==> config.mk <==
export PLATFORM = sky130hd
export DESIGN_NAME = stepper_position_with_limit_switches_flat
export DESIGN_NICKNAME = d
export VERILOG_FILES = /design/src/splim_pkg.sv /design/src/splim_ifs.sv /design/src/splim_step.sv /design/src/stepper_position_with_limit_switches.sv /design/src/flat_wrapper.sv
export SDC_FILE = /design/constraint.sdc
export NUM_CORES = 1
export LEC_CHECK = 0
export ABC_AREA = 1
export BUFFER_PORTS_ARGS = -buffer_cell sky130_fd_sc_hd__buf_2
export CORE_MARGIN = 5
export CORE_UTILIZATION = 30
export DETAILED_ROUTE_END_ITERATION = 16
export GPL_ROUTABILITY_DRIVEN = 0
export SYNTH_ARGS = -nofsm -noshare
export SYNTH_HDL_FRONTEND = slang
export SYNTH_SLANG_ARGS = --single-unit
==> constraint.sdc <==
create_clock -name i_clk -period 9.8 [get_ports i_clk]
set_input_delay 2.45 -clock i_clk [delete_from_list [all_inputs] [get_ports i_clk]]
set_output_delay 2.45 -clock i_clk [all_outputs]
set_load 0.02 [all_outputs]
==> src/splim_pkg.sv <==
// shared types, widths and codes for the stepper positioner
// no dependencies

package splim_pkg;

    localparam int DEPTH_W   = 8;
    localparam int DESIRED_W = 10;
    localparam int STEPS_W   = 16;
    localparam int COIL_W    = 4;
    localparam int STOP_W    = 2;
    localparam int CFG_IDX_W = 1;
    localparam int CFG_DAT_W = 8;
    localparam int DIFF_W    = DESIRED_W + 1;
    localparam int PROD_W    = DIFF_W + CFG_DAT_W + 1;

    localparam logic [CFG_DAT_W-1:0] MAX_DEPTH_RST    = 8'd100;
    localparam logic [CFG_DAT_W-1:0] STEPS_PER_MM_RST = 8'd20;

    localparam logic [CFG_IDX_W-1:0] CFG_MAX_DEPTH    = 1'd0;
    localparam logic [CFG_IDX_W-1:0] CFG_STEPS_PER_MM = 1'd1;

    localparam logic KIND_TICK = 1'b0;
    localparam logic KIND_MOVE = 1'b1;

    localparam logic [STOP_W-1:0] STOP_NONE = 2'd0;
    localparam logic [STOP_W-1:0] STOP_HOME = 2'd1;
    localparam logic [STOP_W-1:0] STOP_FAR  = 2'd2;

    localparam logic [COIL_W-1:0] COILS_OFF = 4'h0;

    typedef struct packed {
        logic [DEPTH_W-1:0]        current;
        logic [DEPTH_W-1:0]        target;
        logic signed [STEPS_W-1:0] steps;
        logic [COIL_W-1:0]         coil;
    } t_state;

    typedef struct packed {
        logic [COIL_W-1:0]  coils;
        logic               busy;
        logic [DEPTH_W-1:0] depth;
        logic [STOP_W-1:0]  stop;
    } t_result;

    function automatic logic [COIL_W-1:0] coil_of(input logic [1:0] phase);
        logic [COIL_W-1:0] pat;
        unique case (phase)
            2'd0:    pat = 4'h5;
            2'd1:    pat = 4'h6;
            2'd2:    pat = 4'hA;
            default: pat = 4'h9;
        endcase
        return pat;
    endfunction

endpackage

==> src/splim_ifs.sv <==
// valid/ready channel interfaces for the stepper positioner
// depends on splim_pkg for field widths

interface splim_in_if import splim_pkg::*; ();
    logic                        valid;
    logic                        ready;
    logic                        kind;
    logic signed [DESIRED_W-1:0] req_depth;
    logic                        home_pressed;
    logic                        far_pressed;

    modport source (output valid, kind, req_depth, home_pressed, far_pressed,
                    input ready);
    modport sink   (input valid, kind, req_depth, home_pressed, far_pressed,
                    output ready);
endinterface

interface splim_out_if import splim_pkg::*; ();
    logic               valid;
    logic               ready;
    logic [COIL_W-1:0]  coils;
    logic               busy_res;
    logic [DEPTH_W-1:0] depth_now;
    logic [STOP_W-1:0]  limit_stop;

    modport source (output valid, coils, busy_res, depth_now, limit_stop, input ready);
    modport sink   (input valid, coils, busy_res, depth_now, limit_stop, output ready);
endinterface

interface splim_cfg_if import splim_pkg::*; ();
    logic                 valid;
    logic                 ready;
    logic [CFG_IDX_W-1:0] index;
    logic [CFG_DAT_W-1:0] data;

    modport source (output valid, index, data, input ready);
    modport sink   (input valid, index, data, output ready);
endinterface

==> src/splim_step.sv <==
// next-state and result logic for one item of the stepper positioner
// depends on splim_pkg

module splim_step import splim_pkg::*; (
    input  logic                        i_kind,
    input  logic signed [DESIRED_W-1:0] i_desired,
    input  logic                        i_home,
    input  logic                        i_far,
    input  logic [CFG_DAT_W-1:0]        i_max_depth,
    input  logic [CFG_DAT_W-1:0]        i_steps_per_mm,
    input  t_state                      i_state,
    output t_state                      o_state,
    output t_result                     o_result
);

    logic signed [DIFF_W-1:0]  diff;
    logic signed [PROD_W-1:0]  prod;
    logic signed [STEPS_W-1:0] sat;
    logic                      cmd_ok;
    logic [DEPTH_W-1:0]        new_target;
    logic                      pos;
    logic [1:0]                phase;
    logic [COIL_W-1:0]         pat;

    always_comb begin
        diff = DIFF_W'(i_desired) - $signed({3'b000, i_state.current});
        prod = diff * $signed({1'b0, i_steps_per_mm});
        if (prod > PROD_W'(32767)) begin
            sat = 16'sh7FFF;
        end else if (prod < -PROD_W'(32768)) begin
            sat = 16'sh8000;
        end else begin
            sat = prod[STEPS_W-1:0];
        end
        cmd_ok = (i_state.steps == '0)
              && (DIFF_W'(i_desired) <= $signed({3'b000, i_max_depth}))
              && (i_desired != $signed({2'b00, i_state.current}));
        new_target = i_desired[DESIRED_W-1] ? '0 : i_desired[DEPTH_W-1:0];
    end

    always_comb begin
        pos = !i_state.steps[STEPS_W-1];
        if (pos) begin
            phase = i_state.steps[1:0];
        end else begin
            phase = ~(2'd0 - i_state.steps[1:0]);
        end
        pat = coil_of(phase);
    end

    always_comb begin
        o_state  = i_state;
        o_result = '0;
        o_result.coils = COILS_OFF;
        o_result.stop  = STOP_NONE;
        if (i_kind == KIND_MOVE) begin
            if (cmd_ok) begin
                o_state.target = new_target;
                o_state.steps  = sat;
                if (sat == '0) begin
                    o_state.current = new_target;
                    o_state.coil    = COILS_OFF;
                end
            end
            o_result.coils = o_state.coil;
        end else if (i_state.steps != '0) begin
            if (i_home && !pos) begin
                o_state.steps   = '0;
                o_state.current = '0;
                o_state.coil    = COILS_OFF;
                o_result.stop   = STOP_HOME;
            end else if (i_far && !i_home && pos) begin
                o_state.steps   = '0;
                o_state.current = i_state.target;
                o_state.coil    = COILS_OFF;
                o_result.stop   = STOP_FAR;
            end else begin
                o_state.steps  = pos ? i_state.steps - 16'sd1 : i_state.steps + 16'sd1;
                o_state.coil   = pat;
                o_result.coils = pat;
                if (o_state.steps == '0) begin
                    o_state.current = i_state.target;
                    o_state.coil    = COILS_OFF;
                end
            end
        end
        o_result.busy  = (o_state.steps != '0);
        o_result.depth = o_state.current;
    end

endmodule

==> src/stepper_position_with_limit_switches.sv <==
// top level of the stepper positioner: input register, step logic, result register
// depends on splim_pkg, splim_ifs and splim_step
//
// usage
//   i_in carries one item per transfer: a tick (one motor period, with the limit
//   switch levels) or a move command with a desired depth in millimetres
//   o_out returns exactly one result per item: coil bits, busy flag, recorded
//   depth and the limit stop code, in item order
//   i_cfg writes max_depth (index 0) or steps_per_mm (index 1); always ready,
//   write only while no item is in flight
// timing
//   an item is held in the input register, and its result is registered in the result
//   register once that register is empty or being taken; o_out.valid comes from the
//   result register
//   one item per cycle sustained while o_out takes results; the single step-logic pass sets that figure
// reset
//   depth, target, step count and coils clear; max_depth 100, steps_per_mm 20
// stall
//   when o_out is held off the result register holds, the input register still
//   takes one item, then i_in.ready drops until the result is taken

module stepper_position_with_limit_switches import splim_pkg::*; (
    input  logic          i_clk,
    input  logic          i_rst_n,
    splim_in_if.sink      i_in,
    splim_out_if.source   o_out,
    splim_cfg_if.sink     i_cfg
);

    logic                        r_in_vld;
    logic                        r_kind;
    logic signed [DESIRED_W-1:0] r_desired;
    logic                        r_home;
    logic                        r_far;
    logic                        r_out_vld;
    t_result                     r_out;
    t_state                      r_state;
    logic [CFG_DAT_W-1:0]        r_max_depth;
    logic [CFG_DAT_W-1:0]        r_steps_per_mm;

    t_state  n_state;
    t_result n_out;
    logic    fire;
    logic    in_xfer;

    assign fire    = r_in_vld && (!r_out_vld || o_out.ready);
    assign in_xfer = i_in.valid && i_in.ready;

    assign i_in.ready  = !r_in_vld || fire;
    assign i_cfg.ready = 1'b1;

    assign o_out.valid      = r_out_vld;
    assign o_out.coils      = r_out.coils;
    assign o_out.busy_res   = r_out.busy;
    assign o_out.depth_now  = r_out.depth;
    assign o_out.limit_stop = r_out.stop;

    splim_step u_step (
        .i_kind         (r_kind),
        .i_desired      (r_desired),
        .i_home         (r_home),
        .i_far          (r_far),
        .i_max_depth    (r_max_depth),
        .i_steps_per_mm (r_steps_per_mm),
        .i_state        (r_state),
        .o_state        (n_state),
        .o_result       (n_out)
    );

    // control and state
    always_ff @(posedge i_clk) begin
        if (!i_rst_n) begin
            r_in_vld       <= 1'b0;
            r_out_vld      <= 1'b0;
            r_state        <= '0;
            r_max_depth    <= MAX_DEPTH_RST;
            r_steps_per_mm <= STEPS_PER_MM_RST;
        end else begin
            if (in_xfer) begin
                r_in_vld <= 1'b1;
            end else if (fire) begin
                r_in_vld <= 1'b0;
            end
            if (fire) begin
                r_out_vld <= 1'b1;
                r_state   <= n_state;
            end else if (o_out.ready) begin
                r_out_vld <= 1'b0;
            end
            if (i_cfg.valid && i_cfg.ready) begin
                unique case (i_cfg.index)
                    CFG_MAX_DEPTH:    r_max_depth    <= i_cfg.data;
                    CFG_STEPS_PER_MM: r_steps_per_mm <= i_cfg.data;
                    default: ;
                endcase
            end
        end
    end

    // payload
    always_ff @(posedge i_clk) begin
        if (in_xfer) begin
            r_kind    <= i_in.kind;
            r_desired <= i_in.req_depth;
            r_home    <= i_in.home_pressed;
            r_far     <= i_in.far_pressed;
        end
        if (fire) begin
            r_out <= n_out;
        end
    end

endmodule
==> src/flat_wrapper.sv <==
// flat-port wrapper written by rule: the top's interface ports become plain ports
module stepper_position_with_limit_switches_flat import splim_pkg::*;
  (i_clk, i_rst_n, i_in_valid, i_in_kind, i_in_req_depth, i_in_home_pressed, i_in_far_pressed, i_in_ready, o_out_valid, o_out_coils, o_out_busy_res, o_out_depth_now, o_out_limit_stop, o_out_ready, i_cfg_valid, i_cfg_index, i_cfg_data, i_cfg_ready);
  splim_in_if i_in_i ();
  splim_out_if o_out_i ();
  splim_cfg_if i_cfg_i ();
  input  logic i_clk;
  input  logic i_rst_n;
  input wire logic [$bits(i_in_i.valid)-1:0] i_in_valid;
  input wire logic [$bits(i_in_i.kind)-1:0] i_in_kind;
  input wire logic [$bits(i_in_i.req_depth)-1:0] i_in_req_depth;
  input wire logic [$bits(i_in_i.home_pressed)-1:0] i_in_home_pressed;
  input wire logic [$bits(i_in_i.far_pressed)-1:0] i_in_far_pressed;
  output wire logic [$bits(i_in_i.ready)-1:0] i_in_ready;
  output wire logic [$bits(o_out_i.valid)-1:0] o_out_valid;
  output wire logic [$bits(o_out_i.coils)-1:0] o_out_coils;
  output wire logic [$bits(o_out_i.busy_res)-1:0] o_out_busy_res;
  output wire logic [$bits(o_out_i.depth_now)-1:0] o_out_depth_now;
  output wire logic [$bits(o_out_i.limit_stop)-1:0] o_out_limit_stop;
  input wire logic [$bits(o_out_i.ready)-1:0] o_out_ready;
  input wire logic [$bits(i_cfg_i.valid)-1:0] i_cfg_valid;
  input wire logic [$bits(i_cfg_i.index)-1:0] i_cfg_index;
  input wire logic [$bits(i_cfg_i.data)-1:0] i_cfg_data;
  output wire logic [$bits(i_cfg_i.ready)-1:0] i_cfg_ready;
  assign i_in_i.valid = i_in_valid;
  assign i_in_i.kind = i_in_kind;
  assign i_in_i.req_depth = i_in_req_depth;
  assign i_in_i.home_pressed = i_in_home_pressed;
  assign i_in_i.far_pressed = i_in_far_pressed;
  assign i_in_ready = i_in_i.ready;
  assign o_out_valid = o_out_i.valid;
  assign o_out_coils = o_out_i.coils;
  assign o_out_busy_res = o_out_i.busy_res;
  assign o_out_depth_now = o_out_i.depth_now;
  assign o_out_limit_stop = o_out_i.limit_stop;
  assign o_out_i.ready = o_out_ready;
  assign i_cfg_i.valid = i_cfg_valid;
  assign i_cfg_i.index = i_cfg_index;
  assign i_cfg_i.data = i_cfg_data;
  assign i_cfg_ready = i_cfg_i.ready;
  stepper_position_with_limit_switches u_core (.i_clk(i_clk), .i_rst_n(i_rst_n), .i_in(i_in_i), .o_out(o_out_i), .i_cfg(i_cfg_i));
endmodule
==> qor.yml <==
overflow: 0
start_kind: "flip-flop"
r2r-end: "u_core.o_out.coils[1]"
fp.coreArea_um2: 31470
yosysTopAreaCell: "fa_1"
min_to: "u_core.r_state[20]"
synth_seq_area_share: 0.2015
synthMostInstantiatedCell: "nand2_1"
dr.max_layer_used: "met4"
die_width_um: 188.3
track_usage: 0.1427
relSlewSlack: 0.2522
drive_gt1_frac: 0.07143
hp-class: "reg -> reg"
drc: 0
p_int_mw: 1.236
cts.path.max_buffers: 2
syn_area_um2: 9538
setup_tns_ns: 0
synth_top_flop_cell: "dfxtp_1"
status: "finished clean"
synth-edff-count: 28
cts_inserted_buffers: 9
crit_start: "u_core.r_desired[0]"
ys_ff_latch: 82
preCtsSetupSlack_ns: 2.394
drt-initial-drc-count: 621
via_per_inst: 4.782
grt_max_degree: 38
r2r_slack_ns: 2.34
drt-pass1-iter-count: 5
min_from: "u_core.r_state[20]"
wl_met3_um: 901
fin_crit_ns: 7.461
period_share: 0.7613
yosysWarnings: 0
async_flop_share: 0
worstReg2RegStart: "u_core.r_desired[0]"
cp_slowest_cell: "fa_1"
path_delay_family: "adder cells"
drv_cap: 0
fmax_mhz: 134.0
placed_cells: 1800
swShare: 0.5553
post_cts_resized: 0
wl_met2_um: 11420
power_density_nw_per_um2: 268.6
power_frac_seq: 0.142
fin_skew_ns: 0.009940
dieArea_um2: 35460
wl_um: 25180
synthCells: 1388
n_antenna_cell: 0
syn_area_per_cell_um2: 6.872
rows: 65
synth_cell_type_count: 46
die_h_um: 188.3
ys_top_cells_by_count: "nand2_1 (336), inv_1 (295), nor2_1 (117)"
cp-end-kind: "flip-flop"
hold_viol_final: 0
start_util: 0.3030
port_buffers: 43
rsz0062_at_grt: "false"
critPathMaxFanout: 12
cts.htree.levels: 3
num_vias: 8685
grt_pass1_vias: 8495
antenna_found_initial: 0
power_frac_comb: 0.736
avgRoutedWirePerCell_um: 13.87
post_cts_buffers: 0
cts_tree: "built"
power.share.clock: 0.122
max_stage_delay_ns: 0.75
critPathBufInv: 6
hpwl_um: 20370
path_class: "reg -> reg"
cts_sinks: 82
fin_nets: 1587
tightestPinTransition_ns: 1.120
ff2ff_path_depth: 33
p_total_mw: 2.779
synth_area_leaders: "fa_1 (15%), nand2_1 (13%), inv_1 (12%)"
clk_pin_slew_ns: 0.07
wl_met1_um: 11960
synth_nets: 1566
grt_first_pass_wirelength_um: 41660
worst_slack_ns: 2.339
peakVddDrop_mv: 0.1340
cp.arrival_ns: 7.54
place_area_um2: 10060
switchingPower_mw: 1.543
fin_cells: 1816
detail-route-antenna-nets: 0
cp.required_ns: 9.88
clockRootBuffer: "clkbuf_16"
setup_viol: 0
fin_area_um2: 10350
finalMaxSlewViolations: 0
p_leak_nw: 5.509
synth_top_area_share: 0.1490
clk_latency_ns: 0.36
area.growth.synth_to_final_pct: 8.475
io-pin-count: 45
worstHoldPathCells: 2
cts_hold_buffers: 0
state kept, by name, summed over array words and instances (netlist names):
signal / count
u_core.r_desired: 10
u_core.o_out.limit_stop: 2
u_core.o_out.depth_now: 8
u_core.r_in_vld: 1
u_core.r_kind: 1
u_core.o_out.busy_res: 1
u_core.r_steps_per_mm: 8
u_core.r_state: 36
u_core.r_max_depth: 8
u_core.r_far: 1
u_core.o_out.valid: 1
u_core.o_out.coils: 4
u_core.r_home: 1
metal layers:
metal | vias up | global-route usage
li1 | 4383 | -
met1 | 4048 | 0.1900
met2 | 197 | 0.2340
met3 | 57 | 0.01871
met4 | 0 | 0.05998
met5 | - | 0
cell usage in the layout, fill, tap and decap left out, types with 13 or more instances in the layout:
master and count:
a21oi_1 93, nand2_2 13, ha_1 80, dfxtp_1 54, o21ai_0 67, nand2_1 336, buf_2 43, fa_1 71
edfxtp_1 28, inv_1 295, nor2_1 117, nand3_1 83, nand4_1 22
power by group through the flow:
stage | clock network, mW | registers, mW | logic (mW)
finish | 0.339 | 0.394 | 2.05
global route | 0.362 | 0.397 | 2.32
CTS | 0.348 | 0.394 | 2.04
detailed placement | 0 | 0.401 | 2.03
global placement | 0 | 0.401 | 2.00
floorplan | 0 | 0.397 | 1.60
how the worst max path moves through the flow:
stage | to | cells past startpoint
after global routing | u_core.o_out.busy_res | 35
after detailed placement | u_core.o_out.coils[1] | 33
after floorplan | u_core.o_out.coils[3] | 34
after global placement | u_core.o_out.busy_res | 35
final | u_core.o_out.coils[1] | 33
after CTS | u_core.o_out.busy_res | 35
tightest hold or removal path, stage by stage (launching register included):
cell and delay, ns:
dfxtp_1 0.32, inv_1 0.05, a21oi_1 0.05
kinds of logic (layout without fill, tap and decap cells):
family	count (synthesis)	count (layout)	synth area share
adders and majority gates	151	151	0.2540
AOI/OAI and AO/OA	190	190	0.1106
and+or+nand+nor	610	610	0.2755
other	1	1	0.0003932
xor gates and xnor gates	19	19	0.01745
DFF	82	82	0.2015
buffers and inverters	335	361	0.1406
final cells by class:
type	count	area, µm²
Sequential cell	82	1922
Inverter	299	1122
Tap cell	402	503.0
Clock inverter	7	61.31
Multi-Input combinational cell	971	6275
Fill cell	3362	21130
Timing Repair Buffer	46	237.7
Clock buffer	9	225.2
metrics by stage:
| stage | hold WS (ns) | util |
|---|---|---|
| after floorplan | 0.4353 | - |
| after global placement | 0.4516 | 0.3196 |
| after detailed placement | 0.4543 | 0.3196 |
| after CTS | 0.4648 | 0.3287 |
| after global routing | 0.4781 | 0.3287 |
| final | 0.4659 | 0.3287 |
No activity file was read; power rests on OpenSTA's default activity.
